$ cat config.mk
export PLATFORM = sky130hd
export DESIGN_NAME = adc_scan_averager
export DESIGN_NICKNAME = d
export VERILOG_FILES = /design/src/rtl/asa_pkg.sv /design/src/rtl/adc_scan_averager.sv
export SDC_FILE = /design/constraint.sdc
export NUM_CORES = 1
export LEC_CHECK = 0
export ABC_AREA = 1
export BUFFER_PORTS_ARGS = -buffer_cell sky130_fd_sc_hd__buf_2
export CAP_MARGIN = 20
export CORE_MARGIN = 5
export CORE_UTILIZATION = 35
export CTS_BUF_LIST = sky130_fd_sc_hd__clkbuf_4 sky130_fd_sc_hd__clkbuf_8 sky130_fd_sc_hd__clkbuf_16
export DETAILED_ROUTE_END_ITERATION = 10
export GPL_TIMING_DRIVEN = 0
export SYNTH_ARGS = -nofsm -noshare
export SYNTH_HDL_FRONTEND = slang
export SYNTH_SLANG_ARGS = --single-unit
$ cat constraint.sdc
create_clock -name clk -period 3.8 [get_ports clk]
set_input_delay 0.19 -clock clk [delete_from_list [all_inputs] [get_ports clk]]
set_output_delay 0.19 -clock clk [all_outputs]
set_load 0.05 [all_outputs]
$ cat src/rtl/asa_pkg.sv
package asa_pkg;

	localparam int CFG_INDEX_W = 3;
	localparam int CFG_DATA_W = 5;
	localparam int NUM_CHAN_REGS = 5;

	// Request codes carried in the kind field.
	localparam logic [1:0] KIND_CONV = 2'd0;
	localparam logic [1:0] KIND_RAW = 2'd1;
	localparam logic [1:0] KIND_AVG = 2'd2;

	// Register indexes on the configuration port.
	localparam logic [CFG_INDEX_W-1:0] REG_SLOT_COUNT = 3'd0;
	localparam logic [CFG_INDEX_W-1:0] REG_SLOT0_CHAN = 3'd1;
	localparam logic [CFG_INDEX_W-1:0] REG_SLOT4_CHAN = 3'd5;

	localparam logic [4:0] BANDGAP_CHANNEL = 5'd16;
	localparam logic [5:0] COUNT_MAX = 6'd63;
	localparam logic [5:0] COUNT_HALF = 6'd32;

	// Shared divider: 22-bit dividend, 10-bit divisor, one quotient bit per cycle.
	localparam int DIV_W = 22;
	localparam logic [DIV_W-1:0] VCC_SCALE = 22'd1126400;
	localparam logic [4:0] DIV_LAST = 5'd21;

	typedef struct packed {
		logic [1:0] kind;
		logic [9:0] sample;
		logic [2:0] slot;
	} in_word_t;

	typedef struct packed {
		logic        sample_kept;
		logic [4:0]  next_channel;
		logic [9:0]  raw_value;
		logic [20:0] vcc_millivolts;
		logic [15:0] average_q6;
		logic        average_valid;
		logic [5:0]  sample_count;
	} out_word_t;

	// The bandgap code passes as it is; any other code reports its low four bits.
	function automatic logic [4:0] chan_code(input logic [4:0] ch);
		logic [4:0] code;
		if (ch == BANDGAP_CHANNEL) begin
			code = BANDGAP_CHANNEL;
		end else begin
			code = {1'b0, ch[3:0]};
		end
		return code;
	endfunction

endpackage

$ cat src/rtl/adc_scan_averager.sv
// Channel   Handshake             Word
// in        in_valid / in_stall   asa_pkg::in_word_t   (kind, sample, slot)
// out       out_valid / out_stall asa_pkg::out_word_t  (one result word per input word)
// cfg       cfg_we                cfg_index selects the register, cfg_data holds the value
//
// A conversion or a read without division passes the fetch, execute and done states (an
// ignored word goes straight to done); a read that divides also passes the shared
// restoring divider, which produces one of its 22 quotient bits per cycle.
// arst_n clears the configuration, all per-slot storage and the scan state.
// The input is stalled while a word is in work; a finished word waits in the output
// register, and a new input word is taken while it waits.
module adc_scan_averager #(
	parameter int MAX_SLOTS = 5,
	parameter int SETTLE_READS = 2
) (
	input  logic                              clk,
	input  logic                              arst_n,
	input  logic                              in_valid,
	output logic                              in_stall,
	input  asa_pkg::in_word_t                 in_data,
	output logic                              out_valid,
	input  logic                              out_stall,
	output asa_pkg::out_word_t                out_data,
	input  logic                              cfg_we,
	input  logic [asa_pkg::CFG_INDEX_W-1:0]   cfg_index,
	input  logic [asa_pkg::CFG_DATA_W-1:0]    cfg_data
);

	localparam int AW = (MAX_SLOTS > 1) ? $clog2(MAX_SLOTS) : 1;
	localparam int SW = $clog2(SETTLE_READS + 1);

	typedef enum logic [2:0] {ST_IDLE, ST_FETCH, ST_EXEC, ST_DIVIDE, ST_DONE} state_t;

	state_t state_q;

	logic [2:0] slot_count_q;
	logic [4:0] chan_q [asa_pkg::NUM_CHAN_REGS];

	logic [9:0]  raw_mem [MAX_SLOTS];
	logic [15:0] sum_mem [MAX_SLOTS];
	logic [5:0]  cnt_mem [MAX_SLOTS];

	logic [SW-1:0] settle_q;
	logic [2:0]    scan_index_q;

	logic [1:0]    kind_q;
	logic [9:0]    sample_q;
	logic [AW-1:0] addr_q;
	logic [9:0]    rd_raw_q;
	logic [15:0]   rd_sum_q;
	logic [5:0]    rd_cnt_q;
	asa_pkg::out_word_t res_q;

	logic [asa_pkg::DIV_W-1:0] dq_q;
	logic [9:0] rem_q;
	logic [9:0] dvs_q;
	logic [4:0] step_q;

	logic               out_valid_q;
	asa_pkg::out_word_t out_data_q;

	// Combinational helpers.
	logic [2:0]  n_act;
	logic [2:0]  idx_eff;
	logic [2:0]  idx_nxt;
	logic [4:0]  chan_eff;
	logic [4:0]  chan_nxt;
	logic [SW-1:0] settle_nxt;
	logic [15:0] sum_add;
	logic [10:0] rem_sh;
	logic        div_ge;
	logic [10:0] rem_diff;
	logic [asa_pkg::DIV_W-1:0] quot_nxt;
	logic [2:0]  cfg_slot;

	always_comb begin
		n_act = (int'(slot_count_q) > MAX_SLOTS) ? 3'(MAX_SLOTS) : slot_count_q;
		idx_eff = (scan_index_q >= n_act) ? 3'd0 : scan_index_q;
		idx_nxt = (idx_eff + 3'd1 == n_act) ? 3'd0 : idx_eff + 3'd1;
		chan_eff = (int'(idx_eff) < asa_pkg::NUM_CHAN_REGS) ?
			asa_pkg::chan_code(chan_q[idx_eff]) : 5'd0;
		chan_nxt = (int'(idx_nxt) < asa_pkg::NUM_CHAN_REGS) ?
			asa_pkg::chan_code(chan_q[idx_nxt]) : 5'd0;
		settle_nxt = settle_q + SW'(1);
		sum_add = rd_sum_q + {6'd0, sample_q};
		rem_sh = {rem_q, dq_q[asa_pkg::DIV_W-1]};
		div_ge = (rem_sh >= {1'b0, dvs_q});
		rem_diff = rem_sh - {1'b0, dvs_q};
		quot_nxt = {dq_q[asa_pkg::DIV_W-2:0], div_ge};
		cfg_slot = cfg_index - asa_pkg::REG_SLOT0_CHAN;
	end

	assign in_stall = (state_q != ST_IDLE);
	assign out_valid = out_valid_q;
	assign out_data = out_data_q;

	always_ff @(posedge clk or negedge arst_n) begin
		if (!arst_n) begin
			state_q <= ST_IDLE;
			slot_count_q <= '0;
			for (int c = 0; c < asa_pkg::NUM_CHAN_REGS; c++) begin
				chan_q[c] <= '0;
			end
			for (int i = 0; i < MAX_SLOTS; i++) begin
				raw_mem[i] <= '0;
				sum_mem[i] <= '0;
				cnt_mem[i] <= '0;
			end
			settle_q <= '0;
			scan_index_q <= '0;
			out_valid_q <= 1'b0;
		end else begin
			// The done state loads the output register itself.
			if (out_valid_q && !out_stall && state_q != ST_DONE) begin
				out_valid_q <= 1'b0;
			end

			unique case (state_q)
				ST_IDLE: begin
					if (in_valid) begin
						kind_q <= in_data.kind;
						sample_q <= in_data.sample;
						res_q <= '0;
						state_q <= ST_DONE;
						if (in_data.kind == asa_pkg::KIND_CONV) begin
							if (n_act != 3'd0) begin
								addr_q <= AW'(idx_eff);
								state_q <= ST_FETCH;
							end
						end else if (in_data.kind == asa_pkg::KIND_RAW ||
							in_data.kind == asa_pkg::KIND_AVG) begin
							if (int'(in_data.slot) < MAX_SLOTS) begin
								addr_q <= AW'(in_data.slot);
								state_q <= ST_FETCH;
							end
						end
					end
				end
				ST_FETCH: begin
					rd_raw_q <= raw_mem[addr_q];
					rd_sum_q <= sum_mem[addr_q];
					rd_cnt_q <= cnt_mem[addr_q];
					state_q <= ST_EXEC;
				end
				ST_EXEC: begin
					state_q <= ST_DONE;
					rem_q <= '0;
					step_q <= '0;
					if (kind_q == asa_pkg::KIND_CONV) begin
						if (settle_nxt < SW'(SETTLE_READS)) begin
							// Still settling after the channel switch: drop the word.
							settle_q <= settle_nxt;
							scan_index_q <= idx_eff;
							res_q.next_channel <= chan_eff;
						end else begin
							raw_mem[addr_q] <= sample_q;
							if (rd_cnt_q >= asa_pkg::COUNT_MAX) begin
								sum_mem[addr_q] <= {1'b0, sum_add[15:1]};
								cnt_mem[addr_q] <= asa_pkg::COUNT_HALF;
							end else begin
								sum_mem[addr_q] <= sum_add;
								cnt_mem[addr_q] <= rd_cnt_q + 6'd1;
							end
							settle_q <= '0;
							scan_index_q <= idx_nxt;
							res_q.sample_kept <= 1'b1;
							res_q.next_channel <= chan_nxt;
						end
					end else if (kind_q == asa_pkg::KIND_RAW) begin
						res_q.raw_value <= rd_raw_q;
						dq_q <= asa_pkg::VCC_SCALE;
						dvs_q <= rd_raw_q;
						if (rd_raw_q != 10'd0) begin
							state_q <= ST_DIVIDE;
						end
					end else begin
						sum_mem[addr_q] <= '0;
						cnt_mem[addr_q] <= '0;
						dq_q <= {rd_sum_q, 6'd0};
						dvs_q <= {4'd0, rd_cnt_q};
						if (rd_cnt_q != 6'd0) begin
							res_q.average_valid <= 1'b1;
							res_q.sample_count <= rd_cnt_q;
							state_q <= ST_DIVIDE;
						end
					end
				end
				ST_DIVIDE: begin
					dq_q <= quot_nxt;
					rem_q <= div_ge ? rem_diff[9:0] : rem_sh[9:0];
					step_q <= step_q + 5'd1;
					if (step_q == asa_pkg::DIV_LAST) begin
						if (kind_q == asa_pkg::KIND_RAW) begin
							res_q.vcc_millivolts <= quot_nxt[20:0];
						end else begin
							res_q.average_q6 <= quot_nxt[15:0];
						end
						state_q <= ST_DONE;
					end
				end
				ST_DONE: begin
					if (!out_valid_q || !out_stall) begin
						out_valid_q <= 1'b1;
						out_data_q <= res_q;
						state_q <= ST_IDLE;
					end
				end
				default: begin
					state_q <= ST_IDLE;
				end
			endcase

			// Register writes must arrive only while no word is in work; the block itself does not enforce this.
			if (cfg_we) begin
				unique case (cfg_index) inside
					asa_pkg::REG_SLOT_COUNT: begin
						if (cfg_data[2:0] != slot_count_q) begin
							scan_index_q <= '0;
						end
						slot_count_q <= cfg_data[2:0];
					end
					[asa_pkg::REG_SLOT0_CHAN:asa_pkg::REG_SLOT4_CHAN]: begin
						if (cfg_data != chan_q[cfg_slot]) begin
							chan_q[cfg_slot] <= cfg_data;
							if (int'(cfg_slot) < MAX_SLOTS) begin
								sum_mem[AW'(cfg_slot)] <= '0;
								cnt_mem[AW'(cfg_slot)] <= '0;
							end
						end
					end
					default: begin
					end
				endcase
			end
		end
	end

	// The partial remainder must stay below the divisor on every step.
	a_div_rem: assert property (@(posedge clk) disable iff (!arst_n)
		state_q == ST_DIVIDE |-> rem_q < dvs_q)
		else $error("divider remainder not below divisor");

	// A kept conversion result never carries a raw value or a valid average.
	a_conv_clean: assert property (@(posedge clk) disable iff (!arst_n)
		out_valid && out_data.sample_kept |->
			out_data.raw_value == 10'd0 && !out_data.average_valid)
		else $error("kept conversion carries read fields");

	// A valid average always comes with a nonzero sample count.
	a_avg_count: assert property (@(posedge clk) disable iff (!arst_n)
		out_valid && out_data.average_valid |-> out_data.sample_count != 6'd0)
		else $error("valid average with zero count");

endmodule

==> results of run 1 <==
==> cell type report <==
cell class | instances | area share
sequential | 410 | 0.479
multi-input combinational | 1417 | 0.310
clock buffer | 62 | 0.0560
inverter | 327 | 0.0519
tap | 765 | 0.0404
timing repair buffer | 121 | 0.0345
buffer | 84 | 0.0149
clock inverter | 21 | 0.0136
==> repair_timing <==
item	4_1_cts	5_1_grt
buffers inserted	0	3
hold buffers	19	0
hold endpoints to repair	139	0
resized for setup	2	13
pin swaps	0	2
setup endpoints to repair	3	6
==> worst reg2reg max path, delay by kind of cell, from the launching register on <==
kind	cells	cell delay, ps
AND/OR/NAND/NOR	2	980
flip-flops	1	410
AO/OA/AOI/OAI	1	700
buffers and inverters	4	1170
==> power groups by stage <==
stage	Sequential, uW	Combinational, uW	Clock [uW]
final	6030	3600	4790
after global routing	6100	3970	5080
after CTS	6020	3510	4890
after detailed placement	6090	3480	0
after global placement	6100	3330	0
after floorplan	6230	2060	0
==> per-stage QoR <==
stage               area [sq um]  power (uW)  std cells
floorplan                  20200        8280       2239
CTS                        23600       14400       3203
finish                     23700       14400       3207
global route               23700       15100       3207
detailed placement         21800        9570       3102
global placement           21600        9440       3093
==> worst max path at each step <==
stage                   end  cells past startpoint            start
2_1_floorplan   out_data[0]                      3        out_valid
3_3_place_gp   out_data[41]                      3           arst_n
3_5_place_dp      res_q[58]                     21  scan_index_q[0]
4_1_cts           res_q[58]                     21  slot_count_q[1]
5_1_grt           res_q[58]                     21  slot_count_q[1]
6_report          res_q[54]                      7        kind_q[1]
==> layer usage <==
layer,track usage,wire [um]
met1,0.277,27800
met4,0.0694,2320
met3,0.0369,4990
met2,0.346,31600
met5,0,0
==> cells in the mapped netlist (all sizes together), types with 2 or more instances <==
| cell type | instances |
|---|---|
| inv | 324 |
| edfxtp | 214 |
| a32o | 7 |
| nor2 | 182 |
| o21ai | 240 |
| xor2 | 20 |
| nand2 | 502 |
| nor3 | 15 |
| dfrtp | 196 |
| or2 | 10 |
| o221ai | 8 |
| a21oi | 74 |
| nand3 | 137 |
| a221o | 6 |
| a31oi | 8 |
| buf | 24 |
| nand3b | 2 |
| nor4 | 4 |
| o2111ai | 20 |
| o22ai | 11 |
| fa | 2 |
| nand4 | 36 |
| ha | 33 |
| o32ai | 2 |
| clkbuf | 61 |
| o21bai | 2 |
| a22oi | 36 |
| o211ai | 20 |
| o21a | 2 |
| o31ai | 3 |
| clkinv | 3 |
| xnor2 | 8 |
| a221oi | 6 |
| a31o | 11 |
| a211oi | 5 |
| a32oi | 2 |
==> flip-flops by register name, summed over array words and instances, names as in the netlist, 5 cells and up <==
signal and flops:
step_q 5, rd_sum_q 16, rem_q 10, rd_cnt_q 6, chan_q 25, res_q 60, cnt_mem 30, raw_mem 50
rd_raw_q 10, dq_q 22, dvs_q 10, sample_q 10, out_data 60, sum_mem 80
==> cells by family after synthesis <==
family | count (synthesis)
AO/OA/AOI/OAI | 465
XOR/XNOR | 28
adder cells (fa/ha/maj) | 35
buffers and inverters | 412
flip-flops | 410
AND/OR/NAND/NOR | 889
==> qor.yml, run 1 <==
leakage_uw: 0.0106
dr.pass1.iters: 6
critPathArrivalTime_ps: 3830
core_sq_um: 57400
route.final.wire_length_um: 66700
synth_simple_gate_area_share: 0.187
final.setup.worst_slack_ps: 187
tritoncts: "yes"
timing.hold.worst_path_depth: 3
muxShareOfSynthArea: 0
area_of_combinational_cells_with_multiple_inputs_sq_um: 7340
critPathSlowestCell: "sky130_fd_sc_hd__a21oi_1"
core_utilization_of_the_finished_layout: 0.413
setup_total_negative_slack_ps: 0
vias_per_cell: 5.31
post-route-min-period_ps: 3610
ir_drop_mv: 0.438
yosys.area_share.xor_xnor: 0.0125
critPathBufInv: 4
vias: 17000
worstPathCellList: "nor2_1 -> inv_2 -> nor2_4 -> inv_2 -> clkbuf_1 -> clkbuf_1 -> a21oi_1"
chipWidth_um: 250
dominantRegCellSynth: "sky130_fd_sc_hd__edfxtp_1"
proportion_of_power_drawn_by_the_clock_network: 0.332
pre_cts_ws_ps: -130
clk-insertion-delay-late_ps: 580
rows: 88
gp_routability_congestion: 0.982
hold_path_startpoint: "cfg_data[0]"
die_height_um: 250
ys_seq_elements: 410
synth.area.top_cells: "sky130_fd_sc_hd__edfxtp_1 (32%), sky130_fd_sc_hd__dfrtp_1 (24%), sky130_fd_sc_hd__nand2_1 (9.3%), sky130_fd_sc_hd__inv_1 (5.8%), sky130_fd_sc_hd__o21ai_0 (5.6%)"
grt_first_pass_wirelength_um: 102000
p_sw_frac: 0.337
achievable-frequency_mhz: 277
syn_inst: 2239
clock_tree.root_cell: "sky130_fd_sc_hd__clkbuf_16"
grt_pass1_vias: 16600
finalHoldWorstSlack_ps: 56.9
io-pin-count: 90
synth_compound_gate_area_share: 0.138
final-seq-area_sq_um: 11300
synth_edf_count: 214
drc: 0
finClkSkew_ps: 28.9
finish.net_count: 2469
tritoncts_num_sinks: 410
detail_route.iter0.violations: 1665
rr_startpoint: "kind_q[1]"
outcome: "complete, no violations"
layout.cells.most_common_list: "sky130_fd_sc_hd__nand2_1 (497), sky130_fd_sc_hd__inv_1 (313), sky130_fd_sc_hd__o21ai_0 (223), sky130_fd_sc_hd__edfxtp_1 (214), sky130_fd_sc_hd__dfrtp_1 (195)"
net-switching-power_uw: 4860
netlist.top_cell.by_area: "sky130_fd_sc_hd__edfxtp_1"
antenna-diode-count: 0
buffer_ports.inserted: 89
power.share.combinational: 0.250
max-slew-margin-rel: 0.205
fill_cells: 5601
drive_above_1_share: 0.111
antenna_violating_nets_left: 0
slew_violations: 0
ys.warnings.count: 0
post_dp_hpwl_um: 49500
period_share: 0.951
finalHoldViolations: 0
clock_tree.htree_level_count: 2
post-synth-top-area-fraction: 0.319
r2r.worst_path.cells: 7
overflow: 0
setup-violations-final: 0
critPathMaxFanout: 10
fp.dieArea_sq_um: 62500
layout-area-overhead-vs-synth_pct: 17.3
sequential_share_of_power: 0.418
setup.worst_path.class: "reg2reg"
detail_route.wl_per_cell_um: 20.8
required_ps: 4010
power_report.internal_total_uw: 9570
synth_cell_type_count: 50
critPathCaptureType: "flop"
synth_top_family_by_area: "simple AND/OR/NAND/NOR gates"
synthesis.nets: 2302
max_slew.worst_pin.slew_ps: 1190
initial_core_util: 0.352
critical_path.reg2reg.endpoint: "res_q[54]"
cpLargestDelayFamily: "buffers and inverters"
crit_path_max_incr_delay_ps: 700
synthesis.area_per_instance_sq_um: 9.01
min-delay-path-class: "in2reg"
drv_cap: 0
cts.clk_slew.worst_paths_ps: 60
power_density_nw_per_um2: 609
grt_usage: 0.208
cts.path.max_buffers: 3
min_to: "chan_q[0]"
cts_inserted_buffers: 45
final_common_cell: "sky130_fd_sc_hd__nand2_1"
r2r_setup_slack_ps: 190
share_of_async_settable_or_async_resettable_flops_after_synthesis: 0.478
yosysSeqAreaShare: 0.562
adder_and_majority_cell_fraction_of_the_synthesized_area: 0.0225
grt_start_max_net_pins: 116
worstSetupStartpointType: "flop"
netlist_area_sq_um: 20200
antenna_found_initial: 0
No activity file was read; power rests on OpenSTA's default activity.
==> inputs of run 2 (changes only) <==
Settings changed: CELL_PAD_IN_SITES_DETAIL_PLACEMENT from default to 1, CELL_PAD_IN_SITES_GLOBAL_PLACEMENT from default to 1, CORE_UTILIZATION 35 to 30, PLACE_DENSITY_LB_ADDON from default to 0.1.
==> qor.yml, run 2 (synthesized netlist as in run 1, its figures left out) <==
cts_inserted_buffers: 49
p_total_uw: 15000
slew_violations: 0
final.setup.worst_slack_ps: 166
crit_path_max_incr_delay_ps: 640
clock_tree.htree_level_count: 2
detail_route.wl_per_cell_um: 23.6
io-pin-count: 90
grt_usage: 0.212
finalHoldViolations: 0
grt_pass1_vias: 17700
max-slew-margin-rel: 0.284
critPathCaptureType: "flop"
post_dp_hpwl_um: 58500
finish.net_count: 2483
ir_drop_mv: 0.266
worstSetupStartpointType: "flop"
p_sw_frac: 0.350
timing.hold.worst_path_depth: 4
largest_register_ffs: 80
layout-area-overhead-vs-synth_pct: 19.4
setup-violations-final: 0
vias: 17100
required_ps: 4250
clk-insertion-delay-late_ps: 600
proportion_of_power_drawn_by_the_clock_network: 0.345
net-switching-power_uw: 5260
tritoncts_num_sinks: 410
clock_tree.root_cell: "sky130_fd_sc_hd__clkbuf_16"
cpLargestDelayFamily: "simple AND/OR/NAND/NOR gates"
tritoncts: "yes"
leakage_uw: 0.0107
setup_total_negative_slack_ps: 0
antenna_found_initial: 1
post-route-min-period_ps: 3630
cp_common_cell: "sky130_fd_sc_hd__inv_2"
critPathBufInv: 4
core_utilization_of_the_finished_layout: 0.360
overflow: 0
achievable-frequency_mhz: 275
critPathMaxFanout: 10
initial_core_util: 0.301
power_report.internal_total_uw: 9750
cts.clk_slew.worst_paths_ps: 60
buffer_ports.inserted: 89
die_height_um: 269
drc: 0
finClkSkew_ps: 9.84
drv_cap: 0
drive_above_1_share: 0.120
antenna_violating_nets_left: 0
grt_first_pass_wirelength_um: 118000
route.final.wire_length_um: 78600
final_common_cell: "sky130_fd_sc_hd__nand2_1"
power_density_nw_per_um2: 624
chipWidth_um: 269
min-delay-path-class: "in2reg"
pre_cts_ws_ps: -378
setup.worst_path.class: "reg2reg"
critPathSlowestCell: "sky130_fd_sc_hd__nor3_4"
critPathArrivalTime_ps: 4080
grt_setup_unrepaired: "false"
worstPathCellList: "nor3_4 -> inv_2 -> nor2_1 -> inv_1 -> nor2_2 -> inv_2 -> clkbuf_1 -> nand2_1 -> o21ai_0"
outcome: "complete, no violations"
antenna-diode-count: 0
rows: 95
period_share: 0.956
path_depth: 9
core_sq_um: 66900
dr.pass1.iters: 7
grt_start_max_net_pins: 105
sequential_share_of_power: 0.402
fp.dieArea_sq_um: 72500
vias_per_cell: 5.13
gp_routability_congestion: 0.881
largest-register: "sum_mem"
detail_route.iter0.violations: 1277
cts.path.max_buffers: 3
max_slew.worst_pin.slew_ps: 1070
layout.cells.most_common_list: "sky130_fd_sc_hd__nand2_1 (497), sky130_fd_sc_hd__inv_1 (311), sky130_fd_sc_hd__o21ai_0 (222), sky130_fd_sc_hd__edfxtp_1 (214), sky130_fd_sc_hd__dfrtp_1 (193)"
r2r.worst_path.cells: 9
power.share.combinational: 0.252
-- run 2: cell types whose count changed in the layout (fill, tap and decap cells not counted), moves of 4 or more --
cell	delta
sky130_fd_sc_hd__clkinvlp_4	+4
sky130_fd_sc_hd__clkbuf_4	-6
sky130_fd_sc_hd__clkinv_2	+5
sky130_fd_sc_hd__buf_4	+6
-- run 2: worst min-delay path, cell delays in order --
cell and delay (ps):
sky130_fd_sc_hd__buf_2 140, sky130_fd_sc_hd__or2_2 150, sky130_fd_sc_hd__nand4_1 80, sky130_fd_sc_hd__nand2_1 60
-- run 2: final cells by class --
| cell class | instances | area (sq um) |
|---|---|---|
| repair buffers | 131 | 937 |
| inverters | 327 | 1230 |
| well taps | 873 | 1090 |
| fillers | 7697 | 42800 |
| flip-flops and latches | 410 | 11300 |
| clock buffers | 59 | 1330 |
| clock inverters | 32 | 429 |
| plain buffers | 84 | 355 |
| multi-input cells | 1417 | 7370 |
-- run 2: layer usage --
layer	vias to the layer above	GRT usage	wire length, um
met2	434	0.342	35700
li1	7919	-	-
met3	119	0.0310	3790
met5	-	0	0
met1	8614	0.303	37200
met4	0	0.0534	1970
-- run 2: worst paths after layout --
check,start,slack (ps),to
max,addr_q[2],170,raw_mem[20]
min,in_valid,60,state_q[0]
min reg2reg,res_q[29],420,out_data[29]
max in group asynchronous,arst_n,2460,slot_count_q[1]
max reg2reg,addr_q[2],170,raw_mem[20]
min in group asynchronous,arst_n,220,chan_q[20]
-- run 2: metrics by stage --
stage,hold slack (ps),instance area (sq um),instances
2_1_floorplan,-106,20200,2239
3_3_place_gp,369,21700,3201
3_5_place_dp,23.8,22000,3214
4_1_cts,32.4,24000,3324
5_1_grt,63.4,24100,3333
6_report,62.7,24100,3333
-- run 2: power groups by stage --
stage / Clock (uW) / Sequential [uW] / Combinational, uW
after detailed placement: 0 / 6110 / 3680
final: 5180 / 6040 / 3790
after global routing: 5480 / 6120 / 4170
after CTS: 5300 / 6040 / 3720
after floorplan: 0 / 6230 / 2060
after global placement: 0 / 6120 / 3510
-- run 2: what timing repair did --
item,in CTS,in global routing
pin swaps,0,4
hold buffers,20,0
endpoints found under the setup margin,46,45
cloned,0,0
gates resized for setup,9,19
endpoints found under the hold margin,142,0
buffers inserted,0,8
==> inputs of run 3 (changes only) <==
Settings changed: BUFFER_PORTS_ARGS -buffer_cell sky130_fd_sc_hd__buf_2 to -buffer_cell sky130_fd_sc_hd__buf_4, MAX_ROUTING_LAYER from default to met4, SLEW_MARGIN from default to 20.
==> qor.yml, run 3 (synthesized netlist as in run 1, its figures left out) <==
drc: 0
required_ps: 4040
cts.clk_slew.worst_paths_ps: 60
grt_setup_unrepaired: "false"
detail_route.wl_per_cell_um: 23.7
clock_tree.htree_level_count: 2
critical_path.reg2reg.endpoint: "res_q[57]"
setup.worst_path.class: "reg2reg"
dr.pass1.iters: 5
clock_tree.root_cell: "sky130_fd_sc_hd__clkbuf_16"
finish.net_count: 2474
io-pin-count: 90
slew_violations: 0
finalHoldViolations: 0
timing.hold.worst_path_depth: 3
route.final.wire_length_um: 78700
core_sq_um: 66900
grt_pass1_vias: 17700
max_slew.worst_pin.slew_ps: 1120
crit_path_max_incr_delay_ps: 480
critPathSlowestCell: "sky130_fd_sc_hd__a21oi_2"
chipWidth_um: 269
setup-violations-final: 0
overflow: 0
final.setup.worst_slack_ps: 191
hold_path_startpoint: "cfg_data[0]"
pre_cts_ws_ps: -333
drv_cap: 0
vias_per_cell: 5.13
grt_start_max_net_pins: 92
antenna_found_initial: 3
min-delay-path-class: "in2reg"
achievable-frequency_mhz: 277
rr_startpoint: "state_q[2]"
post-route-min-period_ps: 3610
max-slew-margin-rel: 0.245
leakage_uw: 0.0106
tritoncts: "yes"
cts_inserted_buffers: 49
antenna_violating_nets_left: 0
largest_register_ffs: 80
grt_usage: 0.218
critPathBufInv: 5
initial_core_util: 0.301
critPathMaxFanout: 10
fp.dieArea_sq_um: 72500
worstSetupStartpointType: "flop"
layout.cells.most_common_list: "sky130_fd_sc_hd__nand2_1 (498), sky130_fd_sc_hd__inv_1 (312), sky130_fd_sc_hd__o21ai_0 (222), sky130_fd_sc_hd__edfxtp_1 (214), sky130_fd_sc_hd__dfrtp_1 (193)"
drive_above_1_share: 0.115
min_to: "chan_q[0]"
die_height_um: 269
critPathArrivalTime_ps: 3850
post_dp_hpwl_um: 59000
worstPathCellList: "inv_1 -> nand2_1 -> nor2_4 -> inv_2 -> nor2_4 -> inv_2 -> clkbuf_1 -> clkbuf_1 -> a21oi_2"
finClkSkew_ps: 24.2
r2r_setup_slack_ps: 190
gp_routability_congestion: 0.916
tritoncts_num_sinks: 410
layout-area-overhead-vs-synth_pct: 19.1
period_share: 0.950
rows: 95
largest-register: "sum_mem"
power_density_nw_per_um2: 604
p_total_uw: 14500
grt_first_pass_wirelength_um: 118000
r2r.worst_path.cells: 9
detail_route.iter0.violations: 1320
antenna-diode-count: 0
critPathCaptureType: "flop"
final_common_cell: "sky130_fd_sc_hd__nand2_1"
clk-insertion-delay-late_ps: 600
fill_cells: 7678
setup_total_negative_slack_ps: 0
ir_drop_mv: 0.282
buffer_ports.inserted: 89
outcome: "complete, no violations"
vias: 17000
cts.path.max_buffers: 3
cpLargestDelayFamily: "buffers and inverters"
[run 3: worst max-delay path by stage]
stage | cells past startpoint | start | slack (ps) | to
3_3_place_gp | 3 | arst_n | -3070 | out_data[13]
2_1_floorplan | 3 | out_valid | 30 | out_data[0]
3_5_place_dp | 21 | scan_index_q[0] | -330 | res_q[58]
4_1_cts | 21 | slot_count_q[2] | 20 | res_q[58]
5_1_grt | 21 | slot_count_q[2] | 10 | res_q[58]
6_report | 9 | state_q[2] | 190 | res_q[57]
[run 3: repair_timing]
item                                    CTS  global route
setup buffers                             1             1
endpoints found under the hold margin   135             0
endpoints found under the setup margin   43            23
gates resized for setup                  13            14
hold buffers                             20             0
pin swaps                                 1             1
[run 3: cell type report]
class | count | area, sq um | area share
repair buffers | 122 | 1080 | 0.0451
clock buffers | 58 | 1310 | 0.0546
plain buffers | 84 | 358 | 0.0149
flip-flops and latches | 410 | 11300 | 0.472
clock inverters | 27 | 231 | 0.00963
well taps | 873 | 1090 | 0.0455
multi-input cells | 1417 | 7390 | 0.307
inverters | 327 | 1230 | 0.0511
[run 3: routing by layer]
| layer | vias to the layer above | wire [um] | global-route usage |
|---|---|---|---|
| met1 | 8525 | 36800 | 0.299 |
| met5 | - | 0 | - |
| met3 | 122 | 4140 | 0.0370 |
| met4 | 0 | 2220 | 0.0581 |
| li1 | 7897 | - | - |
| met2 | 468 | 35500 | 0.338 |
[run 3: stage by stage]
step,utilization,cell area (sq um),hold slack [ps],std cells
4_1_cts,0.359,24000,12.0,3317
3_3_place_gp,0.328,21900,371,3201
6_report,0.359,24000,42.4,3318
2_1_floorplan,-,20200,-106,2239
3_5_place_dp,0.332,22200,99.7,3212
5_1_grt,0.359,24000,46.5,3318
[run 3: worst reg2reg max path, stage by stage, from the launching register on]
cell and delay, ps:
sky130_fd_sc_hd__dfrtp_1 420, sky130_fd_sc_hd__inv_1 110, sky130_fd_sc_hd__nand2_1 150, sky130_fd_sc_hd__nor2_4 380
sky130_fd_sc_hd__inv_2 250, sky130_fd_sc_hd__nor2_4 370, sky130_fd_sc_hd__inv_2 200, sky130_fd_sc_hd__clkbuf_1 450
sky130_fd_sc_hd__clkbuf_1 460, sky130_fd_sc_hd__a21oi_2 490
[run 3: power breakdown]
group	total, uW	switching, uW	internal, uW	leakage, uW
clock	4620	1960	2660	0.000780
combinational	3850	2770	1080	0.00519
sequential	6050	472	5580	0.00466
total	14500	5200	9320	0.0106
